## src/assert_macros.svh

```systemverilog
// Assertion helpers used by the RTL.
`ifndef ASSERT_MACROS_SVH
`define ASSERT_MACROS_SVH

// Clocked assertion, disabled while reset is high.
`define ASSERT_CLK(label, clk, rst, prop, msg) \
   label: assert property (@(posedge clk) disable iff (rst) prop) else $error(msg);

// Clocked implication, disabled while reset is high.
`define ASSERT_IMPL(label, clk, rst, pre, post, msg) \
   label: assert property (@(posedge clk) disable iff (rst) (pre) |-> (post)) else $error(msg);

`endif

```

## src/ebml_pkg.sv

```systemverilog
`timescale 1ns / 1ps

package ebml_pkg;

   localparam int MAX_ID_BYTES   = 4;
   localparam int MAX_SIZE_BYTES = 8;

   localparam logic [7:0] SIZE_UNKNOWN_CODE = 8'hFF;

   // Result status codes
   typedef enum logic [1:0] {
      ERR_NONE      = 2'd0,
      ERR_ID_LEAD   = 2'd1,
      ERR_SIZE_LEAD = 2'd2,
      ERR_TRUNC     = 2'd3
   } error_code_type;

   // Which field the next byte belongs to
   typedef enum logic {
      PHASE_ID   = 1'b0,
      PHASE_SIZE = 1'b1
   } phase_type;

   // ID length from the leading marker among the top four bits, 0 if none
   function automatic logic [2:0] id_len_of(input logic [7:0] b);
      logic [2:0] len;
      len = 3'd0;
      if ((b & 8'h80) != 8'h00) begin
         len = 3'd1;
      end else if ((b & 8'h40) != 8'h00) begin
         len = 3'd2;
      end else if ((b & 8'h20) != 8'h00) begin
         len = 3'd3;
      end else if ((b & 8'h10) != 8'h00) begin
         len = 3'd4;
      end
      return len;
   endfunction

   // Size length from the leading set bit, 0 for a zero byte
   function automatic logic [3:0] size_len_of(input logic [7:0] b);
      logic [3:0] len;
      len = 4'd0;
      for (int i = 0; i < 8; i++) begin
         if (b[i]) begin
            len = 4'(8 - i);
         end
      end
      return len;
   endfunction

endpackage

```

## src/ebml_element_header_parser_unit.sv

```systemverilog
`timescale 1ns / 1ps
// EBML element header parser.
// Input channel (req_*): one stream byte per word, with req_end_of_data set on
// the last byte of a buffer. Result channel (rsp_*): one word per finished or
// failed header: packed ID with marker bits, ID length, size with its marker
// removed (or the unknown code 0xFF with rsp_size_unknown), size length and an
// error code (bad ID lead, zero size lead, truncated). Errors clear all other
// fields and parsing restarts at an ID with the next byte.
// Throughput: one byte per cycle. Each byte is decoded by the parse state
// registers in the cycle it is accepted; the edge that accepts a header's final
// byte loads the output register, so rsp_valid rises in the following cycle.
// The output register holds one result. While that result waits untaken, every
// input byte is held off (req_ready = !rsp_valid || rsp_ready), so a stalled
// receiver stops the byte stream with at most one result pending.
// Reset (synchronous, active high) returns the parser to expecting an ID and
// drops any pending result.

module ebml_element_header_parser_unit
   import ebml_pkg::*;
(
   input  logic        clock,
   input  logic        reset,
   input  logic        req_valid,
   output logic        req_ready,
   input  logic [7:0]  req_data_byte,
   input  logic        req_end_of_data,
   output logic        rsp_valid,
   input  logic        rsp_ready,
   output logic [31:0] rsp_element_id,
   output logic [2:0]  rsp_id_length,
   output logic [55:0] rsp_element_size,
   output logic [3:0]  rsp_size_length,
   output logic        rsp_size_unknown,
   output logic [1:0]  rsp_error_code
);

`include "assert_macros.svh"

   // Parse state
   phase_type      phase_ff, phase_in;
   logic [3:0]     remain_ff, remain_in;
   logic [31:0]    id_acc_ff, id_acc_in;
   logic [2:0]     id_cnt_ff, id_cnt_in;
   logic [55:0]    size_acc_ff, size_acc_in;
   logic [3:0]     size_cnt_ff, size_cnt_in;

   // Result register
   logic           rsp_valid_ff, rsp_valid_in;
   logic [31:0]    rsp_id_ff, rsp_id_in;
   logic [2:0]     rsp_id_len_ff, rsp_id_len_in;
   logic [55:0]    rsp_size_ff, rsp_size_in;
   logic [3:0]     rsp_size_len_ff, rsp_size_len_in;
   logic           rsp_unknown_ff, rsp_unknown_in;
   error_code_type rsp_err_ff, rsp_err_in;

   logic           accept;
   logic           emit;
   logic           clear;
   logic [2:0]     id_len;
   logic [3:0]     size_len;
   logic [3:0]     rem_next;
   logic [7:0]     lead_mask;

   assign req_ready = !rsp_valid_ff || rsp_ready;
   assign accept    = req_valid && req_ready;
   assign id_len    = id_len_of(req_data_byte);
   assign size_len  = size_len_of(req_data_byte);
   assign lead_mask = 8'h80 >> (size_len - 4'd1);

   // Per-byte decode and result formation
   always_comb begin
      phase_in        = phase_ff;
      remain_in       = remain_ff;
      id_acc_in       = id_acc_ff;
      id_cnt_in       = id_cnt_ff;
      size_acc_in     = size_acc_ff;
      size_cnt_in     = size_cnt_ff;
      emit            = 1'b0;
      clear           = 1'b0;
      rem_next        = remain_ff;
      rsp_id_in       = '0;
      rsp_id_len_in   = '0;
      rsp_size_in     = '0;
      rsp_size_len_in = '0;
      rsp_unknown_in  = 1'b0;
      rsp_err_in      = ERR_NONE;

      if (accept) begin
         case (phase_ff)
            PHASE_ID: begin
               if (remain_ff == 4'd0 &&
                   (id_len == 3'd0 || int'(id_len) > MAX_ID_BYTES)) begin
                  emit       = 1'b1;
                  clear      = 1'b1;
                  rsp_err_in = ERR_ID_LEAD;
               end else begin
                  if (remain_ff == 4'd0) begin
                     id_acc_in = {24'd0, req_data_byte};
                     id_cnt_in = 3'd1;
                     rem_next  = {1'b0, id_len} - 4'd1;
                  end else begin
                     id_acc_in = {id_acc_ff[23:0], req_data_byte};
                     id_cnt_in = id_cnt_ff + 3'd1;
                     rem_next  = remain_ff - 4'd1;
                  end
                  remain_in = rem_next;
                  if (rem_next == 4'd0) begin
                     phase_in = PHASE_SIZE;
                  end
                  // the size is still due, so a buffer end here truncates
                  if (req_end_of_data) begin
                     emit       = 1'b1;
                     clear      = 1'b1;
                     rsp_err_in = ERR_TRUNC;
                  end
               end
            end
            PHASE_SIZE: begin
               if (remain_ff == 4'd0 &&
                   (size_len == 4'd0 || int'(size_len) > MAX_SIZE_BYTES)) begin
                  emit       = 1'b1;
                  clear      = 1'b1;
                  rsp_err_in = ERR_SIZE_LEAD;
               end else if (remain_ff == 4'd0 && size_len == 4'd1 &&
                            req_data_byte == SIZE_UNKNOWN_CODE) begin
                  // one-byte unknown-size code
                  emit            = 1'b1;
                  clear           = 1'b1;
                  rsp_id_in       = id_acc_ff;
                  rsp_id_len_in   = id_cnt_ff;
                  rsp_size_in     = {48'd0, SIZE_UNKNOWN_CODE};
                  rsp_size_len_in = size_len;
                  rsp_unknown_in  = 1'b1;
               end else begin
                  if (remain_ff == 4'd0) begin
                     size_acc_in = {48'd0, req_data_byte & ~lead_mask};
                     size_cnt_in = size_len;
                     rem_next    = size_len - 4'd1;
                  end else begin
                     size_acc_in = {size_acc_ff[47:0], req_data_byte};
                     rem_next    = remain_ff - 4'd1;
                  end
                  remain_in = rem_next;
                  if (rem_next == 4'd0) begin
                     emit            = 1'b1;
                     clear           = 1'b1;
                     rsp_id_in       = id_acc_ff;
                     rsp_id_len_in   = id_cnt_ff;
                     rsp_size_in     = size_acc_in;
                     rsp_size_len_in = size_cnt_in;
                  end else if (req_end_of_data) begin
                     emit       = 1'b1;
                     clear      = 1'b1;
                     rsp_err_in = ERR_TRUNC;
                  end
               end
            end
            default: begin
               clear = 1'b1;
            end
         endcase
      end

      if (clear) begin
         phase_in    = PHASE_ID;
         remain_in   = 4'd0;
         id_acc_in   = '0;
         id_cnt_in   = '0;
         size_acc_in = '0;
         size_cnt_in = '0;
      end

      rsp_valid_in = emit || (rsp_valid_ff && !rsp_ready);
   end

   // Parse state registers
   always_ff @(posedge clock) begin
      if (reset) begin
         phase_ff    <= PHASE_ID;
         remain_ff   <= '0;
         id_acc_ff   <= '0;
         id_cnt_ff   <= '0;
         size_acc_ff <= '0;
         size_cnt_ff <= '0;
      end else begin
         phase_ff    <= phase_in;
         remain_ff   <= remain_in;
         id_acc_ff   <= id_acc_in;
         id_cnt_ff   <= id_cnt_in;
         size_acc_ff <= size_acc_in;
         size_cnt_ff <= size_cnt_in;
      end
   end

   // Result register
   always_ff @(posedge clock) begin
      if (reset) begin
         rsp_valid_ff <= 1'b0;
      end else begin
         rsp_valid_ff <= rsp_valid_in;
      end
   end

   always_ff @(posedge clock) begin
      if (emit) begin
         rsp_id_ff       <= rsp_id_in;
         rsp_id_len_ff   <= rsp_id_len_in;
         rsp_size_ff     <= rsp_size_in;
         rsp_size_len_ff <= rsp_size_len_in;
         rsp_unknown_ff  <= rsp_unknown_in;
         rsp_err_ff      <= rsp_err_in;
      end
   end

   assign rsp_valid        = rsp_valid_ff;
   assign rsp_element_id   = rsp_id_ff;
   assign rsp_id_length    = rsp_id_len_ff;
   assign rsp_element_size = rsp_size_ff;
   assign rsp_size_length  = rsp_size_len_ff;
   assign rsp_size_unknown = rsp_unknown_ff;
   assign rsp_error_code   = rsp_err_ff;

   // Checks
   `ASSERT_IMPL(a_err_clears_fields, clock, reset,
      rsp_valid_ff && rsp_err_ff != ERR_NONE,
      rsp_id_len_ff == 3'd0 && rsp_size_len_ff == 4'd0 && rsp_id_ff == 32'd0,
      "error result carries nonzero fields")
   `ASSERT_IMPL(a_ok_has_lengths, clock, reset,
      rsp_valid_ff && rsp_err_ff == ERR_NONE,
      rsp_id_len_ff != 3'd0 && rsp_size_len_ff != 4'd0,
      "good result without ID or size length")
   `ASSERT_IMPL(a_unknown_form, clock, reset,
      rsp_valid_ff && rsp_unknown_ff,
      rsp_size_len_ff == 4'd1 && rsp_size_ff == {48'd0, SIZE_UNKNOWN_CODE},
      "unknown size flag with wrong size field")
   `ASSERT_IMPL(a_size_phase_has_id, clock, reset,
      phase_ff == PHASE_SIZE,
      id_cnt_ff != 3'd0 && remain_ff == 4'd0 || id_cnt_ff != 3'd0 && size_cnt_ff != 4'd0,
      "size phase entered without an ID")

endmodule

```

## config.mk

```make
export PLATFORM = sky130hd
export DESIGN_NAME = ebml_element_header_parser_unit
export DESIGN_NICKNAME = d
export VERILOG_FILES = /design/src/ebml_pkg.sv /design/src/ebml_element_header_parser_unit.sv
export VERILOG_INCLUDE_DIRS = /design/src /design/src/src
export SDC_FILE = /design/constraint.sdc
export NUM_CORES = 1
export LEC_CHECK = 0
export BUFFER_PORTS_ARGS = -buffer_cell sky130_fd_sc_hd__buf_2
export CORE_UTILIZATION = 50
export CTS_CLUSTER_SIZE = 8
export DETAILED_ROUTE_END_ITERATION = 7
export PLACE_DENSITY_LB_ADDON = 0.2
export SLEW_MARGIN = 20
export SYNTH_ARGS = -nofsm -noshare
export SYNTH_HDL_FRONTEND = slang
export SYNTH_SLANG_ARGS = --single-unit
```

## constraint.sdc

```tcl
create_clock -name clock -period 6.37 [get_ports clock]
set_input_delay 1.274 -clock clock [delete_from_list [all_inputs] [get_ports clock]]
set_output_delay 1.274 -clock clock [all_outputs]
set_load 0.01 [all_outputs]
```

## Word level (Yosys, flattened, before mapping)

Index checks and enable logic that the tools add are counted.
W data, S select, Z words.

- Add/subtract/negate cells: 4
- $lt $le $gt $ge: 2
- Equality and inequality tests: 5
- Shifts and indexed selects: 1
- Multiplexer cells: 54
- Bitwise gates (word level): 8
- Reductions and logical operators: 23

Operators by type and width:

| kind | count |
|---|---|
| $mux W32 | 3 |
| $mux W4 | 23 |
| $mux W56 | 1 |
| $mux W3 | 7 |
| $logic_not A4 Y1 | 4 |
| $mux W8 | 2 |
| $mux W1 | 10 |
| $mux W2 | 5 |
| $and A8 B8 Y8 | 1 |
| $eq A8 B8 Y1 const B | 1 |
| $not A8 Y8 | 1 |
| $pmux W4 S2 | 1 |
| $reduce_and A4 Y1 | 2 |
| $shr A8 B4 Y8 const A | 1 |
| $sub A4 B1 Y4 const B | 2 |
| $logic_and A1 B1 Y1 | 6 |
| $ne A2 B2 Y1 const B | 3 |
| $not A1 Y1 | 6 |
| $reduce_or A5 Y1 | 1 |
| $eq A4 B1 Y1 const B | 1 |
| $gt A4 B4 Y1 const B | 1 |
| $logic_or A1 B1 Y1 | 4 |
| $pmux W2 S2 | 1 |
| $sub A3 B1 Y4 const B | 1 |
| other kinds (8) | 9 |

- Register bits: 191
- Input port bits: 13
- Output and inout port bits: 100
- Word-level logic and storage cells: 111

## Depth between registers and ports, before layout

Gate-level depths: netlist (run 1).

- Depth in word-level cells: 22
- Depth in mapped cells: 15
- Mapped depth without buffers: 11

## Worst setup path after synthesis (run 1)

No wires, ideal clock.

- Path kind: input port to flip-flop
- Start point: in req_data_byte[6]
- End point: reg rsp_id_ff[0] (netlist: rsp_element_id[0]) (enable)
- Setup time: 0.452 ns
- Arrival: 4.930 ns
- Required time: 5.918 ns
- Slack: 0.988 ns
- Stages: 11
- Buffers on the path: 2
- Cells stage by stage: clkbuf_1 inv_1 a21oi_1 and2_1 ha_1 clkbuf_1 nor2b_1 a22oi_1 a21oi_1 o41ai_1 inv_1

- Cells in the longest elaborated chain, start to end: 14
- Elaborated cells between the ends (all ways): 29
- Those cells by class: add/sub: 1; order compare: 2; eq/ne: 2; mux: 15; reduce/logical: 9

RTL lines:

| item | RTL line | text |
|---|---|---|
| start, declared | ebml_element_header_parser_unit.sv:25 | `input logic [7:0] req_data_byte,` |
| $mux W4 (2 in series) | ebml_pkg.sv:45 | `if (b[i]) begin` |
| $sub A4 B1 Y4 | ebml_element_header_parser_unit.sv:138 | `rem_next = size_len - 4'd1;` |
| $mux W4 | ebml_element_header_parser_unit.sv:135 | `if (remain_ff == 4'd0) begin` |
| $mux W4 | ebml_element_header_parser_unit.sv:124 | `end else if (remain_ff == 4'd0 && size_len == 4'd1 &&` |
| $mux W4 | ebml_element_header_parser_unit.sv:119 | `if (remain_ff == 4'd0 &&` |
| $mux W4 | ebml_element_header_parser_unit.sv:89 | `case (phase_ff)` |
| $mux W4 | ebml_element_header_parser_unit.sv:88 | `if (accept) begin` |
| $logic_not A4 Y1 | ebml_element_header_parser_unit.sv:144 | `if (rem_next == 4'd0) begin` |
| $mux W1 (3 in series) | -- |  |
| $pmux W1 S2 (*) | -- |  |
| $mux W1 (*) | -- |  |
| named net clear | ebml_element_header_parser_unit.sv:58 | `logic clear;` |
| end signal, assigned | ebml_element_header_parser_unit.sv:206 | `rsp_id_ff <= rsp_id_in;` |
| end, declared | ebml_element_header_parser_unit.sv:49 | `logic [31:0] rsp_id_ff, rsp_id_in;` |

Mark *: on every way through the listed nets, which the timed path passes. The rest lies on a longest branch. The select of a mux whose other input is x is not followed.
A chain may end at the register's enable or synchronous reset.

## Final worst setup path (run 1)

- Start point: in req_data_byte[4]
- End point: reg rsp_id_ff[26] (netlist: rsp_element_id[26]) (enable)

- Cells in the longest elaborated chain, start to end: 16
- Elaborated cells between the ends (all ways): 33
- Those cells by class: add/sub: 1; order compare: 2; eq/ne: 2; mux: 19; reduce/logical: 9

RTL lines:

| item | RTL line |
|---|---|
| $mux W4 (4 in series) | ebml_pkg.sv:45 |
| $sub A4 B1 Y4 | ebml_element_header_parser_unit.sv:138 |
| $mux W4 | ebml_element_header_parser_unit.sv:135 |
| $mux W4 | ebml_element_header_parser_unit.sv:124 |
| $mux W4 | ebml_element_header_parser_unit.sv:119 |
| $mux W4 | ebml_element_header_parser_unit.sv:89 |
| $mux W4 | ebml_element_header_parser_unit.sv:88 |
| $logic_not A4 Y1 | ebml_element_header_parser_unit.sv:144 |
| $mux W1 (3 in series) | -- |
| $pmux W1 S2 (*) | -- |
| $mux W1 (*) | -- |
| named net clear | ebml_element_header_parser_unit.sv:58 |

Marks and branches as above.

==> results.yml, run 1 <==
run_status:
  outcome: "finished with violations"
  violations: "DRC"
timing:
  rsz0062_at_grt: "no"
  fmax_mhz: 225
  min_period_over_period_pct: 69.6
  skew_ns: 0.0104
  hold_viol: 0
  relSlewSlack_pct: 35.6
  setup_tns_ns: 0
  tightest_slew_ns: 0.962
  slew_violations: 0
  period_minus_slack_ns: 4.44
  setup_violations: 0
placement:
  place_hpwl_um: 10900
  port-buffer-count: 112
  dpl.cell_count: 953
  globalplace.congestion: 0.874
  placed_area_um2: 8250
route:
  first_iter_violations: 579
  first_pass_iters: 8
  wl_per_cell_um: 17.2
  drc: 4
  ant_nets: 0
  routed_wl_um: 17000
  via_count: 5609
  viasPerCell: 5.69
grt:
  grt_first_pass_wirelength_um: 27500
  first_global_vias: 5227
  antenna_found_initial: 1
  gr-total-overflow: 0
  grt_max_degree: 89
  grt_usage_pct: 22.5
worst_hold_path:
  hp-start: "id_acc_ff[27]"
  hold_path_end: "id_acc_ff[27]"
  hp-class: "reg -> reg"
  holdPathStages: 2
logic_synthesis:
  synth-seq-area-share_pct: 63.3
  yosys_warnings: 0
  netlist_instances: 703
  syn-num-nets: 723
  synth.cell_area_um2: 7580
  synth_edf_count: 98
  async_flop_share_pct: 0
  synth-main-ff-cell: "edfxtp_1"
  yosys.cell_types.count: 46
  synth-seq-cells: 191
  avgSynthCellArea_um2: 10.8
pwr:
  power.density_nw_per_um2: 370
  ir_drop_mv: 0.219
  power_mw: 3.28
  p_leak_nw: 3.40
critical_path:
  critPathLaunchType: "primary input"
  path_class: "in -> reg"
  r2r-start: "remain_ff[0]"
  cp_max_fo: 60
  r2r_slack_ns: 2.33
  critical_path_arrival_ns: 4.50
  rr_endpoint: "rsp_element_id[26]"
  worstPathRequired_ns: 6.43
  rr_worst_depth: 9
  critPathCaptureType: "flop"
floorplan:
  die_w_um: 125
  ios: 113
  core_area_um2: 14600
  row_count: 44
  initial_core_util_pct: 51.8
  die-area_um2: 15700
  die_y_um: 125
finish:
  fin_nets: 808
  final_cell_mix: "112 x buf_2, 98 x edfxtp_1, 93 x dfxtp_1"
  synthToLayoutAreaGrowth_pct: 16.7
  n_fill_cell: 1203
  fin_cells: 986
  final_common_cell: "buf_2"
  fin_area_um2: 8850
  drive_above_1_share_pct: 20.7
clock_tree:
  ctsResizeCount: 0
  htree_levels: 4
  cts.sinks: 191
  cts_inserted_buffers: 17
  cts-root-buf: "clkbuf_16"
  cts_tree: "yes"
  cts_setup_buffers: 0
  clock_latency_ns: 0.44
  path_clk_slew_ns: 0.07
  cts-hold-fix-buffers: 0
  clockBufferDepth: 2
job:
  maxCapViolCount: 0
==> cells by family (layout without fill, tap and decap cells) <==
group | count (synthesis) | count (layout) | share of synthesized area, %
mux | 4 | 4 | 0.544
fa+ha+maj | 7 | 7 | 1.15
other cells | 0 | 1 | 0
simple gates | 286 | 286 | 18.8
buf+inv | 64 | 162 | 3.63
xor+xnor | 2 | 2 | 0.231
flops | 191 | 191 | 63.3
compound gates | 149 | 149 | 12.3
==> stage by stage <==
step / util [%] / setup slack [ns] / hold WS [ns]
floorplan: - / 0.988 / 0.427
CTS: 60.4 / 1.92 / 0.450
detailed placement: 56.3 / 1.45 / 0.442
finish: 60.5 / 1.93 / 0.449
global placement: 56.3 / 1.57 / 0.436
global route: 60.4 / 1.50 / 0.471
==> final cells by class <==
| class | instances | area [um2] | area share, % |
|---|---|---|---|
| antenna | 1 | 2.50 | 0.0283 |
| clock buffer | 20 | 479 | 5.41 |
| clock inverter | 12 | 120 | 1.36 |
| inverter | 8 | 31.3 | 0.353 |
| multi-input combinational | 448 | 2540 | 28.7 |
| sequential | 191 | 4800 | 54.3 |
| tap | 184 | 230 | 2.60 |
| timing repair buffer | 122 | 648 | 7.32 |
==> cells in the mapped netlist (all sizes together) (2+ instances only) <==
| master | n | share of area (%) |
|---|---|---|
| nor2b | 2 | 0.16 |
| nor2 | 65 | 3.2 |
| mux2i | 3 | 0.40 |
| dfxtp | 93 | 25 |
| a21o | 2 | 0.20 |
| nand2b | 5 | 0.41 |
| nand4 | 3 | 0.25 |
| clkbuf | 38 | 1.9 |
| ha | 7 | 1.2 |
| o21ai | 17 | 1.3 |
| a31oi | 2 | 0.16 |
| a21oi | 68 | 4.5 |
| xnor2 | 2 | 0.23 |
| o211ai | 6 | 0.59 |
| and3 | 51 | 4.3 |
| a211oi | 2 | 0.20 |
| buf | 18 | 1.4 |
| nand3 | 31 | 2.0 |
| inv | 8 | 0.40 |
| and2 | 36 | 3.0 |
| a22oi | 43 | 4.3 |
| nand4b | 2 | 0.23 |
| nand2 | 66 | 3.3 |
| or2 | 2 | 0.16 |
| a311oi | 2 | 0.31 |
| or3 | 2 | 0.16 |
| edfxtp | 98 | 39 |
| nor3 | 14 | 0.92 |
| nand3b | 2 | 0.20 |
==> critical path, stage by stage <==
cell      delay, ns
buf_2          0.17
nor2_1         0.09
o21ai_0        0.08
a21oi_1        0.36
inv_1          0.15
ha_1           0.34
xnor2_1        0.29
o221a_2        0.75
o41ai_1        0.26
clkinv_2       0.09
buf_4          0.58
==> worst max-delay path by stage <==
| stage | start | cells past startpoint | slack [ns] | end |
|---|---|---|---|---|
| 5_1_grt | req_data_byte[1] | 8 | 1.50 | rsp_element_id[26] |
| 6_report | req_data_byte[4] | 11 | 1.93 | rsp_element_id[26] |
| 4_1_cts | req_data_byte[4] | 11 | 1.92 | rsp_element_id[26] |
| 2_1_floorplan | req_data_byte[6] | 11 | 0.99 | rsp_element_id[0] |
| 3_3_place_gp | req_data_byte[4] | 11 | 1.57 | rsp_element_id[21] |
| 3_5_place_dp | req_data_byte[4] | 11 | 1.45 | rsp_element_id[26] |
==> power breakdown <==
part / internal [mW] / switching, mW
registers: 1.43 / 0.0688
clock network: 0.594 / 0.470
logic: 0.199 / 0.517
total: 2.22 / 1.05
==> registers in the layout, summed over array words and instances, names as in the netlist <==
register	flops
id_acc_ff	32
id_cnt_ff	3
phase_ff	1
remain_ff	4
rsp_element_id	32
rsp_element_size	56
rsp_error_code	2
rsp_id_length	3
rsp_size_length	4
rsp_size_unknown	1
rsp_valid	1
size_acc_ff	48
size_cnt_ff	4
==> routing by layer <==
metal,GRT usage (%),vias up,share of wire [%]
li1,-,2697,-
met1,31.6,2711,47
met2,33.9,181,46
met3,5.56,20,5.7
met4,8.11,0,1.5
met5,0,-,0
Power figures use the tool's default switching activity.
==> run 2: changes to the inputs <==
- ABC_AREA: not set -> 1
- clock period: 6.37 -> 3.7 ns (I/O delays scaled with it)
==> results.yml, run 2 <==
critical_path:
  crit_cells: 15
  critPathSlowestCell: "ha_1"
  crit_start: "req_data_byte[3]"
  path_class: "in -> reg"
  critPathLaunchType: "primary input"
  r2r-start: "remain_ff[0]"
  worstSetupEndpoint: "rsp_element_size[48]"
  critical_path_arrival_ns: 2.95
  critPathCaptureType: "flop"
  cp_max_fo: 36
  path_buf_inv: 3
  r2r_slack_ns: 1.12
  crit_family: "simple AND/OR/NAND/NOR gates"
  rr_worst_depth: 13
  max_stage_delay_ns: 0.32
  rr_endpoint: "rsp_element_size[48]"
  worstPathRequired_ns: 3.83
  crit_path_cell_trace: "buf_2, nor2_1, inv_1, o21ai_0, nand2_1, ha_1, o21ai_0, nor2_1, nand2_1, nor2_1, nand2_2, nand2_1, nand2_1, nand2_4, buf_12"
  cp_common_cell: "nand2_1"
floorplan:
  row_count: 45
  die_y_um: 128
  ios: 113
  core_area_um2: 15300
  initial_core_util_pct: 51.7
  die-area_um2: 16300
  die_w_um: 128
timing:
  fmax_mhz: 355
  min_period_over_period_pct: 76.2
  setup_tns_ns: 0
  skew_ns: 0.00822
  rsz0062_at_grt: "no"
  period_minus_slack_ns: 2.82
  slew_violations: 0
  setup_violations: 0
  relSlewSlack_pct: 64.4
  hold_viol: 0
  tightest_slew_ns: 0.529
logic_synthesis:
  syn-num-nets: 903
  yosys.area.top_type: "edfxtp_1"
  netlist_instances: 883
  synth_top_area_share_pct: 37.2
  async_flop_share_pct: 0
  synth_edf_count: 98
  synth-main-ff-cell: "edfxtp_1"
  yosys.cell_types.count: 29
  synth-seq-cells: 191
  synth-seq-area-share_pct: 60.7
  synth_common_cells: "212 x nor2_1, 143 x nand2_1, 121 x inv_1"
  avgSynthCellArea_um2: 8.96
  yosys.cell_count.top_type: "nor2_1"
  yosys_warnings: 0
  synth.cell_area_um2: 7910
  synthTopCellsByArea: "edfxtp_1 37%, dfxtp_1 24%, nor2_1 10%"
clock_tree:
  cts_setup_buffers: 0
  cts_inserted_buffers: 17
  ctsResizeCount: 0
  htree_levels: 4
  clockBufferDepth: 2
  cts.sinks: 191
  clock_latency_ns: 0.44
  cts-root-buf: "clkbuf_16"
  path_clk_slew_ns: 0.07
  cts_tree: "yes"
  cts-hold-fix-buffers: 0
route:
  viasPerCell: 4.86
  first_iter_violations: 454
  wl_per_cell_um: 13.8
  ant_nets: 0
  via_count: 5878
  first_pass_iters: 5
  drc: 0
  routed_wl_um: 16700
grt:
  use_met1_pct: 29.6
  grtUsageMet2_pct: 34.1
  gr-total-overflow: 0
  grt_first_pass_wirelength_um: 27400
  grt_max_degree: 57
  first_global_vias: 5469
  busiest_layer: "met2"
  grt_usage_pct: 21.8
  antenna_found_initial: 0
  met3_usage_pct: 4.51
worst_hold_path:
  hp-start: "size_acc_ff[2]"
  hp-class: "reg -> reg"
pwr:
  power_mw: 5.80
  power.density_nw_per_um2: 626
  ir_drop_mv: 0.409
  p_leak_nw: 3.59
finish:
  synthToLayoutAreaGrowth_pct: 17.3
  largest_reg_flops: 56
  drive_above_1_share_pct: 18.1
  fin_nets: 1005
  diodes: 0
  final_common_cell: "nor2_1"
  final_cell_mix: "212 x nor2_1, 142 x nand2_1, 121 x inv_1"
placement:
  globalplace.congestion: 0.863
  port-buffer-count: 112
  place_hpwl_um: 11200
job:
  maxCapViolCount: 0
run_status:
  outcome: "complete, no violations"
run 2: how the worst min path moves through the flow:
stage	to	slack, ns	depth (start not counted)
2_1_floorplan	size_acc_ff[0]	0.46	2
3_3_place_gp	size_acc_ff[5]	0.47	2
3_5_place_dp	size_acc_ff[2]	0.48	2
4_1_cts	size_acc_ff[2]	0.50	2
5_1_grt	size_acc_ff[0]	0.54	2
6_report	size_acc_ff[2]	0.49	2
run 2: layout make-up:
cell class	instances	area, um2
Fill cell	1384	6040
Tap cell	211	264
Clock buffer	18	429
Inverter	129	484
Sequential cell	191	4800
Timing Repair Buffer	128	756
Multi-Input combinational cell	518	2360
Clock inverter	14	180
run 2: where the power goes:
group,internal (mW),leakage [nW],switching (mW)
combinational,0.384,1.59,1.00
sequential,2.46,1.70,0.0745
clock,1.08,0.300,0.810
run 2: per-stage QoR:
stage	instance area (um2)	hold slack, ns	util (%)	setup slack (ns)	cells
2_1_floorplan	7910	0.455	-	0.0481	883
3_3_place_gp	8670	0.471	56.6	0.519	1177
3_5_place_dp	8670	0.480	56.6	0.450	1177
4_1_cts	9280	0.497	60.6	0.904	1209
5_1_grt	9280	0.543	60.6	0.564	1209
6_report	9280	0.493	60.6	0.882	1209
run 2: cells by family (layout without fill, tap and decap cells):
logic type	after synthesis	after routing	share of synthesized area, %
AND/OR/NAND/NOR	418	418	21.8
flip-flops	191	191	60.7
buffers and inverters	174	289	9.54
AO/OA/AOI/OAI	92	92	6.72
adder cells (fa/ha/maj)	7	7	1.11
XOR/XNOR	1	1	0.111
run 2: routing by layer:
layer	vias to the layer above	wire (um)
met3	30	668
met5	-	0
li1	3024	-
met1	2680	7930
met4	0	423
met2	144	7650
run 2: worst register-to-register path: stages, from the launching register on:
cell,delay [ns]
dfxtp_1,0.32
inv_1,0.09
ha_1,0.24
nand3_4,0.14
inv_2,0.21
nor2_1,0.13
nor2_1,0.13
nand2_1,0.06
nor2_1,0.13
nand2_2,0.09
nand2_1,0.07
nand2_1,0.12
nand2_4,0.27
buf_12,0.26
==> run 3: changes to the inputs <==
- clock period: 3.7 -> 2.54 ns (I/O delays scaled with it)
==> results.yml, run 3 (synthesis results as in run 2) <==
floorplan:
  die_y_um: 128
  die-area_um2: 16300
  die_w_um: 128
  ios: 113
  initial_core_util_pct: 51.7
  row_count: 45
  core_area_um2: 15300
route:
  first_pass_iters: 6
  wl_per_cell_um: 13.6
  via_count: 6110
  drc: 0
  routed_wl_um: 17100
  first_iter_violations: 483
  viasPerCell: 4.87
  ant_nets: 0
critical_path:
  critical_path_arrival_ns: 2.39
  crit_family: "simple AND/OR/NAND/NOR gates"
  cp_max_fo: 11
  rr_worst_depth: 13
  path_class: "reg -> reg"
  critPathSlowestCell: "dfxtp_1"
  critPathLaunchType: "flop"
  max_stage_delay_ns: 0.33
  critPathCaptureType: "flop"
  path_buf_inv: 2
  crit_path_cell_trace: "inv_1, ha_2, nand3_4, nand2_1, o21ai_2, nor2_1, nand2_1, nor2_1, nand2_2, nand2_2, nand2_4, nand2_8, clkbuf_16"
  crit_cells: 13
  worstPathRequired_ns: 2.68
placement:
  dpl.cell_count: 1220
  port-buffer-count: 112
  place_hpwl_um: 11500
  globalplace.congestion: 0.891
clock_tree:
  ctsResizeCount: 0
  cts-hold-fix-buffers: 0
  clockBufferDepth: 2
  htree_levels: 4
  cts_inserted_buffers: 17
  cts-root-buf: "clkbuf_16"
  path_clk_slew_ns: 0.07
  cts_tree: "yes"
  clock_latency_ns: 0.42
  cts.sinks: 191
  cts_setup_buffers: 0
finish:
  final_cell_mix: "210 x nor2_1, 137 x nand2_1, 119 x inv_1"
  n_fill_cell: 1339
  fin_cells: 1255
  diodes: 0
  fin_nets: 1051
  drive_above_1_share_pct: 22.8
  final_common_cell: "nor2_1"
  post-route-util_pct: 63.6
  largest_reg_flops: 56
  synthToLayoutAreaGrowth_pct: 23.1
run_status:
  outcome: "complete, no violations"
pwr:
  power.density_nw_per_um2: 874
  ir_drop_mv: 0.686
  p_leak_nw: 3.83
timing:
  slew_violations: 0
  rsz0062_at_grt: "no"
  fmax_mhz: 443
  tightest_slew_ns: 0.522
  min_period_over_period_pct: 88.8
  period_minus_slack_ns: 2.26
  relSlewSlack_pct: 65.2
  setup_violations: 0
  hold_viol: 0
  skew_ns: 0.00692
grt:
  antenna_found_initial: 0
  gr-total-overflow: 0
  grt_first_pass_wirelength_um: 27500
  grt_max_degree: 67
  first_global_vias: 5633
  grt_usage_pct: 21.5
job:
  maxCapViolCount: 0
worst_hold_path:
  hp-class: "in -> reg"
  holdPathStages: 4
-- run 3: path summary, 6_finish.rpt --
check / startpoint / endpoint / slack [ns]
max: remain_ff[0] / rsp_element_size[33] / 0.28
min: reset / rsp_valid / 0.38
max reg2reg: remain_ff[0] / rsp_element_size[33] / 0.28
min reg2reg: size_acc_ff[0] / size_acc_ff[0] / 0.49
-- run 3: where the power goes --
group / total, mW / internal [mW] / switching, mW
Clock: 2.51 / 1.41 / 1.10
Combinational: 2.32 / 0.756 / 1.56
Sequential: 3.68 / 3.58 / 0.107
-- run 3: final cells by class --
class	instances	area [um2]	share of cell area [%]
Clock buffer	20	457	4.69
Clock inverter	12	110	1.13
Inverter	129	499	5.13
Multi-Input combinational cell	519	2440	25.1
Sequential cell	191	4800	49.3
Tap cell	211	264	2.71
Timing Repair Buffer	173	1160	11.9
-- run 3: per-stage QoR --
step                      setup slack (ns)  TNS, ns  hold WS [ns]  instance area, um2  power, mW
final                                0.284        0         0.382                9740       8.51
after global routing                0.0260        0         0.377                9740       8.94
after CTS                            0.120        0         0.362                9650       8.46
after detailed placement            -0.190   -28.06         0.479                9080       5.95
after global placement              -0.151   -16.73         0.472                9080       5.94
after floorplan                   -0.00919   -0.901         0.455                7980       5.15
-- run 3: per-layer routing --
layer / track usage, % / part of all wire [%] / routed length [um] / vias to the layer above
li1: - / - / - / 3120
met1: 30.0 / 48 / 8190 / 2817
met2: 33.7 / 47 / 7940 / 155
met3: 4.47 / 4.1 / 704 / 18
met4: 6.99 / 1.4 / 233 / 0
met5: 0 / 0 / 0 / -
-- run 3: worst register-to-register path, delay by kind of cell, from the launching register on --
family / cells / cell delay (ns)
AND/OR/NAND/NOR: 9 / 1.07
buffers and inverters: 2 / 0.29
flip-flops: 1 / 0.33
adder cells (fa/ha/maj): 1 / 0.22
AO/OA/AOI/OAI: 1 / 0.07
